[src/rtl/core/lsr_pkg.sv]
// Shared constants, types and constant functions for the look-and-say run encoder.
// No dependencies; every other file of the block imports this package.
`timescale 1ns / 1ps
`default_nettype none

package lsr_pkg;

	localparam int COUNT_WIDTH = 16;
	localparam int SYMBOL_W    = 8;

	localparam longint unsigned DECIMAL_CAP = 64'd999999999;
	localparam longint unsigned COUNT_RAW   = (64'd1 << COUNT_WIDTH) - 64'd1;
	localparam longint unsigned COUNT_LIM64 = (COUNT_RAW < DECIMAL_CAP) ? COUNT_RAW : DECIMAL_CAP;
	localparam logic [COUNT_WIDTH-1:0] COUNT_LIMIT = COUNT_LIM64[COUNT_WIDTH-1:0];

	// Decimal digits needed for the largest count.
	function automatic int num_digits_f(longint unsigned lim);
		longint unsigned p;
		int n;
		p = 64'd10;
		n = 1;
		for (int i = 0; i < 10; i++) begin
			if (p <= lim) begin
				n = n + 1;
				p = p * 64'd10;
			end
		end
		return n;
	endfunction

	function automatic longint unsigned pow10_f(int k);
		longint unsigned p;
		p = 64'd1;
		for (int i = 0; i < k; i++) begin
			p = p * 64'd10;
		end
		return p;
	endfunction

	localparam int NUM_DIGITS = num_digits_f(COUNT_LIM64);
	localparam int POS_W      = $clog2(NUM_DIGITS);
	// Room for nine times the highest place value.
	localparam int EXT_W      = COUNT_WIDTH + 4;

	localparam logic [SYMBOL_W-1:0] ASCII_ZERO = 8'h30;

	localparam int QUEUE_DEPTH = 4;
	localparam int QPTR_W      = $clog2(QUEUE_DEPTH);

	// One finished run, handed from the front end to the digit emitter.
	typedef struct packed {
		logic [SYMBOL_W-1:0]    run_char;
		logic [COUNT_WIDTH-1:0] run_count;
		logic                   string_last;
		logic                   run_last;
	} run_job_t;

	typedef enum logic [2:0] {
		BK_IDLE  = 3'b001,
		BK_DIGIT = 3'b010,
		BK_CHAR  = 3'b100
	} back_state_t;

endpackage

`default_nettype wire

[src/rtl/core/lsr_if.sv]
// Valid/ready channel interfaces for the run encoder input and output streams.
// Depends on lsr_pkg for the symbol width.
`timescale 1ns / 1ps
`default_nettype none

interface lsr_in_if;
	import lsr_pkg::*;
	logic                valid;
	logic                ready;
	logic [SYMBOL_W-1:0] symbol;
	logic                end_of_string;

	modport source (output valid, output symbol, output end_of_string, input ready);
	modport sink   (input valid, input symbol, input end_of_string, output ready);
endinterface

interface lsr_out_if;
	import lsr_pkg::*;
	logic                valid;
	logic                ready;
	logic [SYMBOL_W-1:0] out_char;
	logic                run_last;
	logic                string_last;

	modport source (output valid, output out_char, output run_last, output string_last,
		input ready);
	modport sink   (input valid, input out_char, input run_last, input string_last,
		output ready);
endinterface

`default_nettype wire

[src/rtl/core/look_and_say_run_encoder.sv]
// Look-and-say run encoder: top level joining the front end, job queue and digit emitter.
// Depends on lsr_pkg, lsr_if, lsr_front, lsr_queue and lsr_back.
//
// Each accepted character either extends the open run or closes it; a closed run comes out
// as its count in decimal ASCII digits, most significant first, followed by the run
// character, and the end-of-string flag also closes the final run and marks its character
// with string_last. The input takes one character per cycle while the job queue has room;
// a character that both changes the run and ends the string holds the input off until
// the second of its two jobs is posted. The digit emitter produces one output character
// per cycle while the receiver does not stall it, each run coming out as its digits, found
// by the emitter's place-value compare and subtract, then its character; the sustained
// input rate is therefore set by the output expansion. Counts saturate at 65535. There is
// no clearing pass after reset.
`timescale 1ns / 1ps
`default_nettype none

module look_and_say_run_encoder (
	input  wire logic  clk,
	input  wire logic  arst_n,
	lsr_in_if.sink     in_ch,
	lsr_out_if.source  out_ch
);
	import lsr_pkg::*;

	logic     push_valid;
	run_job_t push_job;
	logic     q_full;
	logic     q_empty;
	logic     pop;
	run_job_t head;

	lsr_front u_front (
		.clk        (clk),
		.arst_n     (arst_n),
		.in_ch      (in_ch),
		.push_valid (push_valid),
		.push_job   (push_job),
		.q_full     (q_full)
	);

	lsr_queue u_queue (
		.clk      (clk),
		.arst_n   (arst_n),
		.push     (push_valid),
		.push_job (push_job),
		.full     (q_full),
		.pop      (pop),
		.empty    (q_empty),
		.head     (head)
	);

	lsr_back u_back (
		.clk     (clk),
		.arst_n  (arst_n),
		.q_empty (q_empty),
		.head    (head),
		.pop     (pop),
		.out_ch  (out_ch)
	);

endmodule

`default_nettype wire

[src/rtl/core/lsr_front.sv]
// Front end: accepts characters, tracks the open run and posts finished runs as jobs.
// Depends on lsr_pkg and lsr_in_if.
`timescale 1ns / 1ps
`default_nettype none

module lsr_front (
	input  wire logic         clk,
	input  wire logic         arst_n,
	lsr_in_if.sink            in_ch,
	output logic              push_valid,
	output lsr_pkg::run_job_t push_job,
	input  wire logic         q_full
);
	import lsr_pkg::*;

	logic [SYMBOL_W-1:0]    char_q;
	logic [COUNT_WIDTH-1:0] count_q;
	logic                   active_q;
	logic                   pend_q;
	run_job_t               pend_job_q;

	logic                   accept;
	logic                   same;
	logic                   change;
	logic [SYMBOL_W-1:0]    new_char;
	logic [COUNT_WIDTH-1:0] new_count;
	run_job_t               chg_job;
	run_job_t               eos_job;

	assign in_ch.ready = !pend_q && !q_full;
	assign accept      = in_ch.valid && in_ch.ready;

	always_comb begin
		same   = active_q && (in_ch.symbol == char_q);
		change = active_q && !same;
		if (same) begin
			new_char  = char_q;
			new_count = (count_q < COUNT_LIMIT) ? COUNT_WIDTH'(count_q + 1'b1) : count_q;
		end else begin
			new_char  = in_ch.symbol;
			new_count = COUNT_WIDTH'(1);
		end
		chg_job.run_char    = char_q;
		chg_job.run_count   = count_q;
		chg_job.string_last = 1'b0;
		chg_job.run_last    = !in_ch.end_of_string;
		eos_job.run_char    = new_char;
		eos_job.run_count   = new_count;
		eos_job.string_last = 1'b1;
		eos_job.run_last    = 1'b1;
	end

	// Hold the pending job until the queue has room.
	assign push_valid = (pend_q && !q_full) || (accept && (change || in_ch.end_of_string));
	assign push_job   = pend_q ? pend_job_q : (change ? chg_job : eos_job);

	always_ff @(posedge clk or negedge arst_n) begin
		if (!arst_n) begin
			char_q   <= '0;
			count_q  <= '0;
			active_q <= 1'b0;
			pend_q   <= 1'b0;
		end else if (accept) begin
			if (in_ch.end_of_string) begin
				char_q   <= '0;
				count_q  <= '0;
				active_q <= 1'b0;
			end else begin
				char_q   <= new_char;
				count_q  <= new_count;
				active_q <= 1'b1;
			end
			// A change and an end flag together leave the final run pending until the queue has room.
			pend_q <= change && in_ch.end_of_string;
		end else if (pend_q && !q_full) begin
			pend_q <= 1'b0;
		end
	end

	always_ff @(posedge clk) begin
		if (accept) begin
			pend_job_q <= eos_job;
		end
	end

endmodule

`default_nettype wire

[src/rtl/core/lsr_queue.sv]
// Short job queue between the front end and the digit emitter.
// Depends on lsr_pkg for the job type and depth.
`timescale 1ns / 1ps
`default_nettype none

module lsr_queue (
	input  wire logic              clk,
	input  wire logic              arst_n,
	input  wire logic              push,
	input  wire lsr_pkg::run_job_t push_job,
	output logic                   full,
	input  wire logic              pop,
	output logic                   empty,
	output lsr_pkg::run_job_t      head
);
	import lsr_pkg::*;

	run_job_t            slot_q [QUEUE_DEPTH];
	logic [QPTR_W-1:0]   wr_ptr_q;
	logic [QPTR_W-1:0]   rd_ptr_q;
	logic [QPTR_W:0]     count_q;

	assign full  = (count_q == (QPTR_W+1)'(QUEUE_DEPTH));
	assign empty = (count_q == '0);
	assign head  = slot_q[rd_ptr_q];

	always_ff @(posedge clk or negedge arst_n) begin
		if (!arst_n) begin
			wr_ptr_q <= '0;
			rd_ptr_q <= '0;
			count_q  <= '0;
		end else begin
			if (push) begin
				wr_ptr_q <= QPTR_W'(wr_ptr_q + 1'b1);
			end
			if (pop) begin
				rd_ptr_q <= QPTR_W'(rd_ptr_q + 1'b1);
			end
			if (push && !pop) begin
				count_q <= (QPTR_W+1)'(count_q + 1'b1);
			end else if (pop && !push) begin
				count_q <= (QPTR_W+1)'(count_q - 1'b1);
			end
		end
	end

	always_ff @(posedge clk) begin
		if (push) begin
			slot_q[wr_ptr_q] <= push_job;
		end
	end

`ifndef SYNTHESIS
	a_no_push_full: assert property (@(posedge clk) disable iff (!arst_n)
		push |-> !full)
		else $error("queue written while full");
	a_no_pop_empty: assert property (@(posedge clk) disable iff (!arst_n)
		pop |-> !empty)
		else $error("queue read while empty");
	a_count_bound: assert property (@(posedge clk) disable iff (!arst_n)
		count_q <= (QPTR_W+1)'(QUEUE_DEPTH))
		else $error("queue count beyond depth");
	a_count_step: assert property (@(posedge clk) disable iff (!arst_n)
		(push && !pop) |=> (count_q == (QPTR_W+1)'($past(count_q) + 1'b1)))
		else $error("queue count did not advance on push");
`endif

endmodule

`default_nettype wire

[src/rtl/core/lsr_back.sv]
// Back end (uses lsr_pkg): turns a run job into decimal count digits, most significant
// first, then the run character, one per cycle unless stalled, to a registered output.
`timescale 1ns / 1ps
`default_nettype none

module lsr_back (
	input  wire logic              clk,
	input  wire logic              arst_n,
	input  wire logic              q_empty,
	input  wire lsr_pkg::run_job_t head,
	output logic                   pop,
	lsr_out_if.source              out_ch
);
	import lsr_pkg::*;

	back_state_t            state_q;
	logic [POS_W-1:0]       pos_q;
	logic [COUNT_WIDTH-1:0] rem_q;
	logic [SYMBOL_W-1:0]    char_q;
	logic                   str_last_q;
	logic                   run_last_q;
	logic                   out_valid_q;
	logic [SYMBOL_W-1:0]    out_char_q;
	logic                   out_rlast_q;
	logic                   out_slast_q;

	logic [EXT_W-1:0]       mult_tab [NUM_DIGITS][10];
	logic                   advance;
	logic                   emit;
	logic [3:0]             digit;
	logic [EXT_W-1:0]       rem_ext;
	logic [COUNT_WIDTH-1:0] rem_next;
	logic [POS_W-1:0]       start_pos;

	// d times ten to the k, constant per place and digit.
	for (genvar k = 0; k < NUM_DIGITS; k++) begin : g_place
		for (genvar d = 0; d < 10; d++) begin : g_dig
			assign mult_tab[k][d] = EXT_W'(64'(d) * pow10_f(k));
		end
	end

	assign advance = !out_valid_q || out_ch.ready;
	assign emit    = advance && ((state_q == BK_DIGIT) || (state_q == BK_CHAR));
	assign pop     = !q_empty && ((state_q == BK_IDLE) || ((state_q == BK_CHAR) && advance));

	always_comb begin
		rem_ext = EXT_W'(rem_q);
		digit   = 4'd0;
		for (int d = 1; d < 10; d++) begin
			if (rem_ext >= mult_tab[pos_q][d]) begin
				digit = 4'(d);
			end
		end
		rem_next = COUNT_WIDTH'(rem_ext - mult_tab[pos_q][digit]);
	end

	// Highest place with a nonzero digit; no leading zeros.
	always_comb begin
		start_pos = '0;
		for (int k = 1; k < NUM_DIGITS; k++) begin
			if (EXT_W'(head.run_count) >= mult_tab[k][1]) begin
				start_pos = POS_W'(k);
			end
		end
	end

	always_ff @(posedge clk or negedge arst_n) begin
		if (!arst_n) begin
			state_q     <= BK_IDLE;
			out_valid_q <= 1'b0;
		end else begin
			if (emit) begin
				out_valid_q <= 1'b1;
			end else if (out_ch.ready) begin
				out_valid_q <= 1'b0;
			end
			case (state_q)
				BK_IDLE: begin
					if (pop) begin
						state_q <= BK_DIGIT;
					end
				end
				BK_DIGIT: begin
					if (advance) begin
						if (pos_q == '0) begin
							state_q <= BK_CHAR;
						end
					end
				end
				BK_CHAR: begin
					if (advance) begin
						state_q <= pop ? BK_DIGIT : BK_IDLE;
					end
				end
				default: begin
					state_q <= BK_IDLE;
				end
			endcase
		end
	end

	always_ff @(posedge clk) begin
		if (pop) begin
			rem_q      <= head.run_count;
			pos_q      <= start_pos;
			char_q     <= head.run_char;
			str_last_q <= head.string_last;
			run_last_q <= head.run_last;
		end
		if ((state_q == BK_DIGIT) && advance) begin
			out_char_q  <= ASCII_ZERO + SYMBOL_W'(digit);
			out_rlast_q <= 1'b0;
			out_slast_q <= 1'b0;
			rem_q       <= rem_next;
			if (pos_q != '0) begin
				pos_q <= POS_W'(pos_q - 1'b1);
			end
		end
		if ((state_q == BK_CHAR) && advance) begin
			out_char_q  <= char_q;
			out_rlast_q <= run_last_q;
			out_slast_q <= str_last_q;
		end
	end

	assign out_ch.valid       = out_valid_q;
	assign out_ch.out_char    = out_char_q;
	assign out_ch.run_last    = out_rlast_q;
	assign out_ch.string_last = out_slast_q;

`ifndef SYNTHESIS
	a_digit_range: assert property (@(posedge clk) disable iff (!arst_n)
		(state_q == BK_DIGIT) |-> (digit <= 4'd9))
		else $error("count digit out of range");
	a_string_last_run_last: assert property (@(posedge clk) disable iff (!arst_n)
		(out_valid_q && out_slast_q) |-> out_rlast_q)
		else $error("string end without item end");
	a_pop_only_when_free: assert property (@(posedge clk) disable iff (!arst_n)
		pop |-> ((state_q == BK_IDLE) || (state_q == BK_CHAR)))
		else $error("job taken mid-run");
`endif

endmodule

`default_nettype wire

[src/flat_wrapper.sv]
// flat-port wrapper written by rule: the top's interface ports become plain ports
module look_and_say_run_encoder_flat import lsr_pkg::*;
  (clk, arst_n, in_ch_valid, in_ch_symbol, in_ch_end_of_string, in_ch_ready, out_ch_valid, out_ch_out_char, out_ch_run_last, out_ch_string_last, out_ch_ready);
  lsr_in_if in_ch_i ();
  lsr_out_if out_ch_i ();
  input  wire logic clk;
  input  wire logic arst_n;
  input wire logic [$bits(in_ch_i.valid)-1:0] in_ch_valid;
  input wire logic [$bits(in_ch_i.symbol)-1:0] in_ch_symbol;
  input wire logic [$bits(in_ch_i.end_of_string)-1:0] in_ch_end_of_string;
  output wire logic [$bits(in_ch_i.ready)-1:0] in_ch_ready;
  output wire logic [$bits(out_ch_i.valid)-1:0] out_ch_valid;
  output wire logic [$bits(out_ch_i.out_char)-1:0] out_ch_out_char;
  output wire logic [$bits(out_ch_i.run_last)-1:0] out_ch_run_last;
  output wire logic [$bits(out_ch_i.string_last)-1:0] out_ch_string_last;
  input wire logic [$bits(out_ch_i.ready)-1:0] out_ch_ready;
  assign in_ch_i.valid = in_ch_valid;
  assign in_ch_i.symbol = in_ch_symbol;
  assign in_ch_i.end_of_string = in_ch_end_of_string;
  assign in_ch_ready = in_ch_i.ready;
  assign out_ch_valid = out_ch_i.valid;
  assign out_ch_out_char = out_ch_i.out_char;
  assign out_ch_run_last = out_ch_i.run_last;
  assign out_ch_string_last = out_ch_i.string_last;
  assign out_ch_i.ready = out_ch_ready;
  look_and_say_run_encoder u_core (.clk(clk), .arst_n(arst_n), .in_ch(in_ch_i), .out_ch(out_ch_i));
endmodule
[config.mk]
export PLATFORM = sky130hd
export DESIGN_NAME = look_and_say_run_encoder_flat
export DESIGN_NICKNAME = d
export VERILOG_FILES = /design/src/rtl/core/lsr_pkg.sv /design/src/rtl/core/lsr_if.sv /design/src/rtl/core/look_and_say_run_encoder.sv /design/src/rtl/core/lsr_front.sv /design/src/rtl/core/lsr_queue.sv /design/src/rtl/core/lsr_back.sv /design/src/flat_wrapper.sv
export SDC_FILE = /design/constraint.sdc
export NUM_CORES = 1
export LEC_CHECK = 0
export ABC_AREA = 1
export BUFFER_PORTS_ARGS = -buffer_cell sky130_fd_sc_hd__buf_2
export CAP_MARGIN = 10
export CORE_MARGIN = 2
export CORE_UTILIZATION = 30
export DETAILED_ROUTE_END_ITERATION = 10
export MAX_ROUTING_LAYER = met4
export SYNTH_ARGS = -nofsm -noshare
export SYNTH_HDL_FRONTEND = slang
export SYNTH_SLANG_ARGS = --single-unit
[constraint.sdc]
create_clock -name clk -period 6.5 [get_ports clk]
set_clock_uncertainty 0.15 [all_clocks]
set_input_delay 0 -clock clk [delete_from_list [all_inputs] [get_ports clk]]
set_output_delay 0 -clock clk [all_outputs]
set_load 0.01 [all_outputs]
Word level (Yosys, flattened, before mapping)
Memories as Yosys holds them, arrays and structs flattened.
Cells that the tools add are included.
{"block": "totals", "register_bits": 100, "latchBits": 0, "ramBits": 104, "mem_bits_ro": 1600, "input_bits": 13, "output_inout_bits": 12, "elab_cells": 141, "mem_count": 2}
{"block": "classes", "n_addsub": 8, "n_mul": 0, "n_div": 0, "magnitude_cmp": 16, "n_eq_ne": 9, "shift": 0, "n_mux": 50, "bitwise": 2, "reduce_logical": 35}
{"name": "(name not given)", "depth": 8, "width": 200, "rd": 1, "rd_ports_with_merged_regs": 0, "wr": 0, "line_no": "lsr_back.sv:54", "text": "rem_next = COUNT_WIDTH'(rem_ext - mult_tab[pos_q][digit]);"}
{"name": "u_core.u_queue.slot_q", "depth": 4, "width": 26, "rd": 1, "rd_ports_with_merged_regs": 0, "wr": 1, "line_no": "lsr_queue.sv:18", "text": "run_job_t slot_q [QUEUE_DEPTH];"}
{"cell": "$mux W200", "count": 2}
{"cell": "$ge A16 B20 Y1", "count": 9}
{"cell": "$mux W16", "count": 7}
{"cell": "$bmux W20 S4", "count": 1}
{"cell": "$mux W26", "count": 2}
{"cell": "$mux W3", "count": 12}
{"cell": "$mux W8", "count": 4}
{"cell": "$mux W4", "count": 7}
{"cell": "$add A16 B1 Y16 const B", "count": 1}
{"cell": "$ge A16 B10 Y1 const B", "count": 1}
{"cell": "$ge A16 B14 Y1 const B", "count": 1}
{"cell": "$ge A16 B4 Y1 const B", "count": 1}
{"cell": "$ge A16 B7 Y1 const B", "count": 1}
{"cell": "$lt A16 B16 Y1 const B", "count": 1}
{"cell": "$sub A16 B16 Y16", "count": 1}
{"cell": "$logic_and A1 B1 Y1", "count": 13}
{"cell": "$mux W1", "count": 12}
{"cell": "$reduce_bool A2 Y1", "count": 5}
{"cell": "$pmux W3 S3", "count": 1}
{"cell": "$eq A8 B8 Y1", "count": 1}
{"cell": "$logic_not A1 Y1", "count": 8}
{"cell": "$ne A2 B2 Y1 const B", "count": 4}
{"cell": "$add A6 B4 Y7 const A", "count": 1}
{"cell": "$eq A3 B3 Y1 const B", "count": 2}
{"cell": "14 further kinds", "count": 22}

Depth between registers and ports, before layout
Gate-level depths: netlist of the first run.
{"block": "depth", "depth_word": 20, "ltp_mapped": 44, "depth_no_buf": 42}

By module
Synthesis of the first run repeated with hierarchy kept, for this count alone.
{"block": "hier_totals", "hier_cells": 1612, "area_unflattened_um2": 13584.3}
{"mod": "lsr_back", "n_inst": 1, "cells_each": 836, "area_per_inst_um2": 5753.0, "seq_area_each_um2": 1242.4}
{"mod": "lsr_queue", "n_inst": 1, "cells_each": 351, "area_per_inst_um2": 4654.5, "seq_area_each_um2": 3298.2}
{"mod": "lsr_front", "n_inst": 1, "cells_each": 425, "area_per_inst_um2": 3176.8, "seq_area_each_um2": 1371.3}

Least setup slack after synthesis of the first run
Ideal clock, no wire load.
{"block": "synth_timing", "path_kind": "register to register", "from": "reg u_core.u_back.pos_q[2]", "to": "reg u_core.u_back.rem_q[9], data pin", "setup_time_ns": 0.267, "arrival_time_ns": 5.198, "t_required_ns": 6.083, "setup_slack_ns": 0.886, "stages_incl_launch_ff": 35, "n_path_buf": 4, "synth_period_minus_slack_ns": 5.614, "path_cell_list": "dfxtp_1 buf_6 inv_4 clkbuf_1 nand2_1 ha_1 a21oi_1 nor2_1 nor3b_1 nor2_1 o21ai_1 nand2_1 nor3_4 nand2_4 a21oi_4 buf_6 buf_4 nand3_1 nand3_1 nand2_1 ha_1 a21oi_1 o21ai_0 nand2_1 inv_1 or2_2 a21oi_1 nor2_1 o21ai_0 nand2_1 a21oi_1 o21ai_0 xor2_1 nand2_1 o21ai_0"}
{"block": "synth_between", "elab_chain_cells": 20, "elab_cells_between_ends": 28, "classes_between": "1 x add/sub; 9 x order compare; 15 x mux; 2 x bitwise; 1 x memory"}
{"item": "from (decl)", "line_no": "lsr_back.sv:17", "text": "logic [POS_W-1:0] pos_q;"}
{"item": "from (signal assigned)", "line_no": "lsr_back.sv:105", "text": "pos_q <= start_pos;"}
{"item": "from (signal assigned)", "line_no": "lsr_back.sv:116", "text": "pos_q <= POS_W'(pos_q - 1'b1);"}
{"item": "$not A3 Y4 (not written as such) *", "line_no": "lsr_back.sv:50, lsr_back.sv:54"}
{"item": "$mem_v2 Z8 W200 *"}
{"item": "$mux W200 (not written as such) * (2 in a row)", "line_no": "lsr_back.sv:54"}
{"item": "$ge A16 B20 Y1", "line_no": "lsr_back.sv:50", "text": "if (rem_ext >= mult_tab[pos_q][d]) begin"}
{"item": "$mux W1", "line_no": "lsr_back.sv:50"}
{"item": "$mux W2", "line_no": "lsr_back.sv:50"}
{"item": "$mux W4 (7 in a row)", "line_no": "lsr_back.sv:50"}
{"item": "$not A4 Y5 (not written as such)", "line_no": "lsr_back.sv:54"}
{"item": "$bmux W20 S4 *", "line_no": "lsr_back.sv:54"}
{"item": "$mux W16 (not written as such) * (2 in a row)", "line_no": "lsr_back.sv:54"}
{"item": "$sub A16 B16 Y16 *", "line_no": "lsr_back.sv:54"}
{"item": "$mux W16 *", "line_no": "lsr_back.sv:110", "text": "if ((state_q == BK_DIGIT) && advance) begin"}
{"item": "to (signal assigned)", "line_no": "lsr_back.sv:104", "text": "rem_q <= head.run_count;"}
{"item": "to (signal assigned)", "line_no": "lsr_back.sv:114", "text": "rem_q <= rem_next;"}
{"item": "to (decl)", "line_no": "lsr_back.sv:18", "text": "logic [COUNT_WIDTH-1:0] rem_q;"}
Every way passes the cells marked *; elsewhere a longest branch is shown, timed or not. The select of a mux whose other input is x is not followed.
A chain may end at the register's enable or synchronous reset.

Final worst setup path of the first run
{"block": "layout_timing", "from": "reg u_core.u_back.pos_q[1]", "to": "reg u_core.u_back.rem_q[9], data pin"}
Same word-level chain as after synthesis.

==> results_tabular.tex, run 1 <==
\begin{tabular}{lr}
\hline
Metric & Value \\
\hline
\multicolumn{2}{l}{\textbf{Status}} \\
Run status & completed \\
\multicolumn{2}{l}{\textbf{Place}} \\
Number of buffers inserted by port buffering & 24 \\
Final RePlAce weighted congestion & 0.944 \\
Detailed-placement wirelength estimate & about 25 mm \\
Placed Cells incl. Taps & roughly 2000 \\
\multicolumn{2}{l}{\textbf{Logic synthesis}} \\
Total nets after synthesis & 1564 \\
Top cell type by total area after synthesis & edfxtp\_1 \\
Post-synthesis area per instance & 8.72 um2 \\
Post-synthesis mux area share & 0.00168 \\
Post-synthesis compound-gate area fraction & 0.142 \\
Count of different cell masters after synthesis & between 60 and 70 \\
Post-synth EDFFs & 164 \\
Flip-flop cell with the highest count after synthesis & edfxtp\_1 \\
Most instantiated library cell after synthesis & nand2\_1 \\
Number of flip-flops and latches in the synthesized netlist & between 200 and 250 \\
Ys Warns & 0 \\
Synth top area share & 0.389 \\
Basic-gate share of the synthesized area counting and, or, nand and nor cells & 0.214 \\
Synthesized-area fraction occupied by adder cells & 0.0970 \\
Area contributors post-synth & edfxtp\_1, ha\_1, nand2\_1 \\
Synthesized instance count & around 1500 \\
Most numerous cell types in the synthesized netlist & nand2\_1, edfxtp\_1, inv\_1 \\
Xor and xnor fraction of the mapped netlist area & 0.0124 \\
Combinational family with the most area after synthesis & simple AND/OR/NAND/NOR gates \\
Sequential cell area fraction in the yosys report & 0.467 \\
Proportion of synthesized flip-flops having asynchronous set or reset & 0.181 \\
Synthesized area & 12700 um2 \\
\multicolumn{2}{l}{\textbf{Critical path}} \\
WP data arrival & 5.96 ns \\
Max stage delay cell, worst path & dfxtp\_1 \\
Setup crit end kind & flop \\
Maximum fanout along the worst path & 19 \\
Largest incremental delay on the critical path & 0.45 ns \\
Kind of start point of the critical path & flop \\
Cell occurring most often along the worst timing path & nand2\_1 \\
Setup slack of the most critical reg-to-reg path & 0.62 ns \\
Beginning of the worst register-to-register path & u\_core.u\_back.pos\_q[1] \\
Terminus of the critical flop-to-flop path & u\_core.u\_back.rem\_q[9] \\
Critical path capture point & u\_core.u\_back.rem\_q[9] \\
Critical path required time & 6.58 ns \\
Setup crit start & u\_core.u\_back.pos\_q[1] \\
Type of the worst setup path & reg2reg \\
Count of cells along the worst register-to-register path & 35 \\
\multicolumn{2}{l}{\textbf{Layout}} \\
Combined flip-flop and latch cell area & 5910 um2 \\
Multi-input logic area & 5930 um2 \\
Antenna diode count & 0 \\
Fraction of final layout cells with drive strength greater than 1 & 0.0915 \\
Final std cells w/o fill & 2048 \\
Synth-to-Final Area Change & 12.9\% \\
Final net count & 1603 \\
Number of fill cells & 4298 \\
\multicolumn{2}{l}{\textbf{Timing}} \\
Tcrit/Tclk final & 0.905 \\
Fmax achieved & 170 MHz \\
Setup repair after global routing missed its margin & false \\
Max-Slew Margin vs Limit & 0.363 \\
Slew at the pin with the worst max-slew slack & 0.955 ns \\
Max Slew Vio Count & 0 \\
Final Critical Period & 5.88 ns \\
Hold Vio Cnt, Final & 0 \\
Final TNS setup & 0 ns \\
Final Setup Violations & 0 \\
\multicolumn{2}{l}{\textbf{Detailed routing}} \\
DR WL/cell & 16.5 um \\
Average via count per standard cell & 5.01 \\
First-pass iteration count of the detailed router & 5 \\
Vias after detailed routing & 10251 \\
Number of nets with antenna violations after routing & 0 \\
Total wire length & 33.8 mm \\
DRC violation count after routing & 0 \\
Drt initial violations & 685 \\
\multicolumn{2}{l}{\textbf{Global route}} \\
Pin count of the biggest net entering global routing & 54 \\
Number of antenna violations at the first check in global routing & 0 \\
Wire length of the first global-routing pass & 54.4 mm \\
Vias in the first global route & 10096 \\
Total congestion overflow & 0 \\
Total GRT Usage & 0.158 \\
\multicolumn{2}{l}{\textbf{CTS}} \\
Number of buffers inserted during clock tree synthesis & 22 \\
Clock tree root driver cell & clkbuf\_16 \\
Clock Latency Late Sink & $\sim$0.49 ns \\
Clock edge transition at the registers on the reported setup and hold paths & about 0.06 ns \\
TritonCTS clock tree & yes \\
TritonCTS sink count & between 200 and 250 \\
Longest Clk Path Bufs & 3 \\
CTS H-Tree Depth & 1 \\
\multicolumn{2}{l}{\textbf{Die}} \\
Die width & 210 um \\
Core ar. & around 42000 um2 \\
Die ar. & 43900 um2 \\
Number of top-level design ports & 25 \\
Count of standard-cell rows & 75 \\
Starting utilization of the core area & 0.303 \\
Die Span Y & 210 um \\
\multicolumn{2}{l}{\textbf{Flow run}} \\
Max-Cap Viols & 0 \\
\multicolumn{2}{l}{\textbf{Worst hold path}} \\
Type of the worst min-delay path & in2async \\
\hline
\end{tabular}
-- state kept, by name, indices dropped and copies added, names as in the netlist --
| name | flops |
|---|---|
| u_core.u_back.state_q | 3 |
| u_core.u_queue.count_q | 3 |
| u_core.u_back.pos_q | 3 |
| u_core.u_queue.wr_ptr_q | 2 |
| u_core.u_back.out_ch.string_last | 1 |
| u_core.u_front.pend_job_q | 24 |
| u_core.u_back.run_last_q | 1 |
| u_core.u_back.out_ch.valid | 1 |
| u_core.u_front.count_q | 16 |
| u_core.u_queue.rd_ptr_q | 2 |
| u_core.u_queue.slot_q | 104 |
| u_core.u_back.rem_q | 16 |
| u_core.u_back.out_ch.out_char | 8 |
| u_core.u_front.char_q | 8 |
| u_core.u_back.str_last_q | 1 |
| u_core.u_back.out_ch.run_last | 1 |
| u_core.u_back.char_q | 8 |
| u_core.u_front.pend_q | 1 |
| u_core.u_front.active_q | 1 |
-- stage by stage --
stage / worst slack (ns) / hold WS, ns / util / area (um2)
3_3_place_gp: 0.656 / 0.0606 / 0.321 / 13400
5_1_grt: 0.00924 / 0.119 / 0.342 / 14300
2_1_floorplan: 0.886 / -0.446 / - / 12700
6_report: 0.617 / 0.0388 / 0.342 / 14300
3_5_place_dp: 0.594 / 0.0587 / 0.321 / 13400
4_1_cts: 0.559 / 0.0720 / 0.341 / 14300
-- layout make-up --
cell class | count | area share
clock inverter | 13 | 0.00612
clock buffer | 27 | 0.0427
tap | 539 | 0.0471
timing repair buffer | 64 | 0.0325
multi-input combinational | 1036 | 0.415
inverter | 165 | 0.0437
sequential | 204 | 0.413
-- cell usage in the layout (no fill, tap or decap), drive strengths merged, types with 4 or more instances in the layout --
cell type / n
a211oi: 4
dlygate4sd3: 13
dfrtp: 36
o21ai: 95
nand2: 317
clkbuf: 27
or2: 9
nor2: 155
clkinv: 15
nor4: 8
o21bai: 6
nand3b: 6
buf: 51
edfxtp: 164
o22ai: 29
xor2: 12
ha: 95
o211ai: 5
inv: 160
nand4: 25
o221ai: 9
a22o: 8
nor3: 29
nand3: 67
a31oi: 11
xnor2: 6
a21oi: 100
a32o: 14
-- what timing repair did --
action                                  4_1_cts  5_1_grt
hold buffers                                 13        0
endpoints found under the hold margin        95        0
setup buffers                                 0        2
endpoints found under the setup margin        0        2
resized for setup                             0        3
-- worst max-delay path: cells and delay by family, from the launching register on --
kind,cells,cell delay [ns]
AO/OA/AOI/OAI,10,1.41
XOR/XNOR,1,0.15
adder cells (fa/ha/maj),2,0.70
buffers and inverters,4,0.68
flip-flops,1,0.45
AND/OR/NAND/NOR,18,2.07
-- cell families (layout without fill, tap and decap cells) --
group	count (synthesis)	after routing
mux	2	2
buf+inv	214	269
fa+ha+maj	97	97
xor+xnor	18	18
compound gates	297	297
simple gates	622	622
flops	204	204
-- worst min path at each step --
stage	cells after the start	end	startpoint	slack, ns
after floorplan	0	u_core.u_back.out_ch.valid	arst_n	-0.45
after global placement	1	u_core.u_front.char_q[1]	arst_n	0.06
after detailed placement	1	u_core.u_front.char_q[1]	arst_n	0.06
after CTS	2	u_core.u_front.char_q[5]	arst_n	0.07
after global routing	2	u_core.u_front.pend_job_q[23]	in_ch_symbol[5]	0.12
final	2	u_core.u_front.char_q[5]	arst_n	0.04
-- metal layers --
metal	global-route usage	wire length (um)	vias up
li1	-	-	5133
met1	0.206	15500	4854
met2	0.271	16400	229
met3	0.0154	1380	35
met4	0.0311	473	0
met5	-	0	-
Power of run 1 is left out: the tool's default activity adds up to more than one toggle a clock period on the data nets, which glitch-free logic cannot reach.
==> inputs of run 2 (changes only) <==
Settings changed: SYNTH_HIERARCHICAL set to 1.
Clock period 6.5 ns to 6.71 ns, I/O delays scaled along.
==> results_tabular.tex, run 2 <==
\begin{tabular}{lr}
\hline
Metric & Value \\
\hline
\multicolumn{2}{l}{\textbf{Status}} \\
Run status & completed \\
\multicolumn{2}{l}{\textbf{Logic synthesis}} \\
Number of flip-flops and latches in the synthesized netlist & 204 \\
Total nets after synthesis & about 1700 \\
Sequential cell area fraction in the yosys report & 0.435 \\
Synthesized instance count & 1612 \\
Top cell type by total area after synthesis & edfxtp\_1 \\
Synth top area share & 0.363 \\
Ys Warns & 6 \\
Synthesized area & around 14000 um2 \\
Proportion of synthesized flip-flops having asynchronous set or reset & 0.181 \\
Post-synthesis area per instance & 8.43 um2 \\
Post-synth EDFFs & 164 \\
Most instantiated library cell after synthesis & nand2\_1 \\
Most numerous cell types in the synthesized netlist & nand2\_1, inv\_1, edfxtp\_1 \\
Count of different cell masters after synthesis & 67 \\
Area contributors post-synth & edfxtp\_1, nand2\_1, ha\_1 \\
Flip-flop cell with the highest count after synthesis & edfxtp\_1 \\
\multicolumn{2}{l}{\textbf{CTS}} \\
\# Post-CTS Setup Buffers & 0 \\
Longest Clk Path Bufs & 3 \\
CTS H-Tree Depth & 1 \\
Clock Latency Late Sink & a little over 0.5 ns \\
TritonCTS sink count & 204 \\
TritonCTS clock tree & yes \\
Clock edge transition at the registers on the reported setup and hold paths & 0.06 ns \\
Number of buffers inserted during clock tree synthesis & 22 \\
Clock tree root driver cell & clkbuf\_16 \\
\multicolumn{2}{l}{\textbf{Global route}} \\
Wire length of the first global-routing pass & 58.4 mm \\
Total congestion overflow & 0 \\
Total GRT Usage & 0.159 \\
Pin count of the biggest net entering global routing & 57 \\
Number of antenna violations at the first check in global routing & 1 \\
Vias in the first global route & about 11000 \\
\multicolumn{2}{l}{\textbf{Flow run}} \\
Max-Cap Viols & 0 \\
\multicolumn{2}{l}{\textbf{Timing}} \\
Final Critical Period & between 6 and 7 ns \\
Hold Vio Cnt, Final & 0 \\
Slew at the pin with the worst max-slew slack & 0.995 ns \\
Setup repair after global routing missed its margin & false \\
Final Setup Violations & 0 \\
Final TNS setup & 0 ns \\
Fmax achieved & approximately 160 MHz \\
Tcrit/Tclk final & 0.907 \\
Max-Slew Margin vs Limit & 0.337 \\
Max Slew Vio Count & 0 \\
\multicolumn{2}{l}{\textbf{Critical path}} \\
Setup crit start & u\_core/u\_back/pos\_q[0] \\
Crit-path leading delay family & simple AND/OR/NAND/NOR gates \\
WP data arrival & 6.19 ns \\
Kind of start point of the critical path & flop \\
Cell occurring most often along the worst timing path & nand2\_1 \\
Critical path required time & between 6 and 7 ns \\
Setup slack of the most critical reg-to-reg path & slightly above 0.6 ns \\
Max stage delay cell, worst path & dfxtp\_1 \\
Maximum fanout along the worst path & 12 \\
Setup crit end kind & flop \\
Type of the worst setup path & reg2reg \\
Bufs and invs on worst path & 2 \\
Beginning of the worst register-to-register path & u\_core/u\_back/pos\_q[0] \\
Largest incremental delay on the critical path & 0.44 ns \\
\multicolumn{2}{l}{\textbf{Layout}} \\
Regs by FF count & u\_core/u\_queue/slot\_q (104), u\_core/u\_front/pend\_job\_q (24) \\
Number of fill cells & 4570 \\
Most common library cell in the layout ignoring fill and taps & nand2\_1 \\
Final net count & 1746 \\
Largest register by flop count & u\_core/u\_queue/slot\_q \\
Synth-to-Final Area Change & 11.3\% \\
Fraction of final layout cells with drive strength greater than 1 & 0.105 \\
Top library cells by usage in the layout, fill and taps aside & nand2\_1, inv\_1, edfxtp\_1, nor2\_1, nand3\_1 \\
Number of flip-flops under the largest register name & 104 \\
\multicolumn{2}{l}{\textbf{Detailed routing}} \\
First-pass iteration count of the detailed router & 5 \\
DR WL/cell & 16.2 um \\
Total wire length & approximately 36 mm \\
DRC violation count after routing & 0 \\
Average via count per standard cell & 4.92 \\
Drt initial violations & slightly above 900 \\
Number of nets with antenna violations after routing & 0 \\
Vias after detailed routing & between 10000 and 15000 \\
\multicolumn{2}{l}{\textbf{Die}} \\
Starting utilization of the core area & 0.306 \\
Die ar. & approximately 47000 um2 \\
Core ar. & 44400 um2 \\
Number of top-level design ports & 25 \\
Die width & 217 um \\
Count of standard-cell rows & 77 \\
Die Span Y & 217 um \\
\multicolumn{2}{l}{\textbf{Place}} \\
Detailed-placement wirelength estimate & 26.4 mm \\
Number of buffers inserted by port buffering & 24 \\
Final RePlAce weighted congestion & 0.956 \\
\multicolumn{2}{l}{\textbf{Worst hold path}} \\
Type of the worst min-delay path & in2async \\
\hline
\end{tabular}
## run 2: area by class of cell
type	instances	area, um2	area share
Clock inverter	11	120	0.00794
Antenna cell	1	2.50	0.000165
Clock buffer	29	607	0.0401
Inverter	218	828	0.0548
Timing Repair Buffer	58	405	0.0268
Tap cell	592	741	0.0490
Sequential cell	204	5920	0.391
Multi-Input combinational cell	1132	6500	0.430
## run 2: cell families (layout without fill, tap and decap cells)
kind of cell | Yosys count | after routing | synth area share
AOI/OAI and AO/OA | 252 | 252 | 0.124
xor gates and xnor gates | 21 | 21 | 0.0135
adders and majority gates | 97 | 97 | 0.0904
buffers and inverters | 276 | 316 | 0.0881
DFF | 204 | 204 | 0.435
other | 0 | 1 | 0
and+or+nand+nor | 762 | 762 | 0.249
## run 2: layer usage
layer | share of wire | track usage | up-vias
li1 | - | - | 5493
met1 | 0.44 | 0.200 | 5131
met2 | 0.47 | 0.264 | 356
met3 | 0.065 | 0.0219 | 69
met4 | 0.031 | 0.0543 | 0
met5 | 0 | - | -
## run 2: worst paths after layout
check                                                      to  cells past startpoint
worst max-delay path                  u_core/u_back/rem_q[13]                     30
worst min-delay path                 u_core/u_front/char_q[3]                      2
min in group clk                u_core/u_front/pend_job_q[25]                      2
worst min register to register       u_core/u_back/state_q[1]                      2
max in group asynchronous          u_core/u_queue/rd_ptr_q[0]                      2
worst max register to register        u_core/u_back/rem_q[13]                     30
## run 2: what timing repair did
action	in CTS	in global routing
gates resized for setup	0	6
setup endpoints to repair	0	5
hold endpoints to repair	102	0
hold buffers	12	0
## run 2: stage by stage
step	utilization	hold WS, ns	worst slack (ns)	cell area (um2)	instances
detailed placement	0.321	0.0676	0.371	14200	2192
CTS	0.340	0.0597	0.372	15100	2244
finish	0.340	0.0500	0.621	15100	2245
floorplan	-	-0.446	1.06	13600	1612
global placement	0.321	0.0699	0.399	14200	2192
global route	0.340	0.0965	0.0900	15100	2245
Power of run 2 is left out for the same reason.
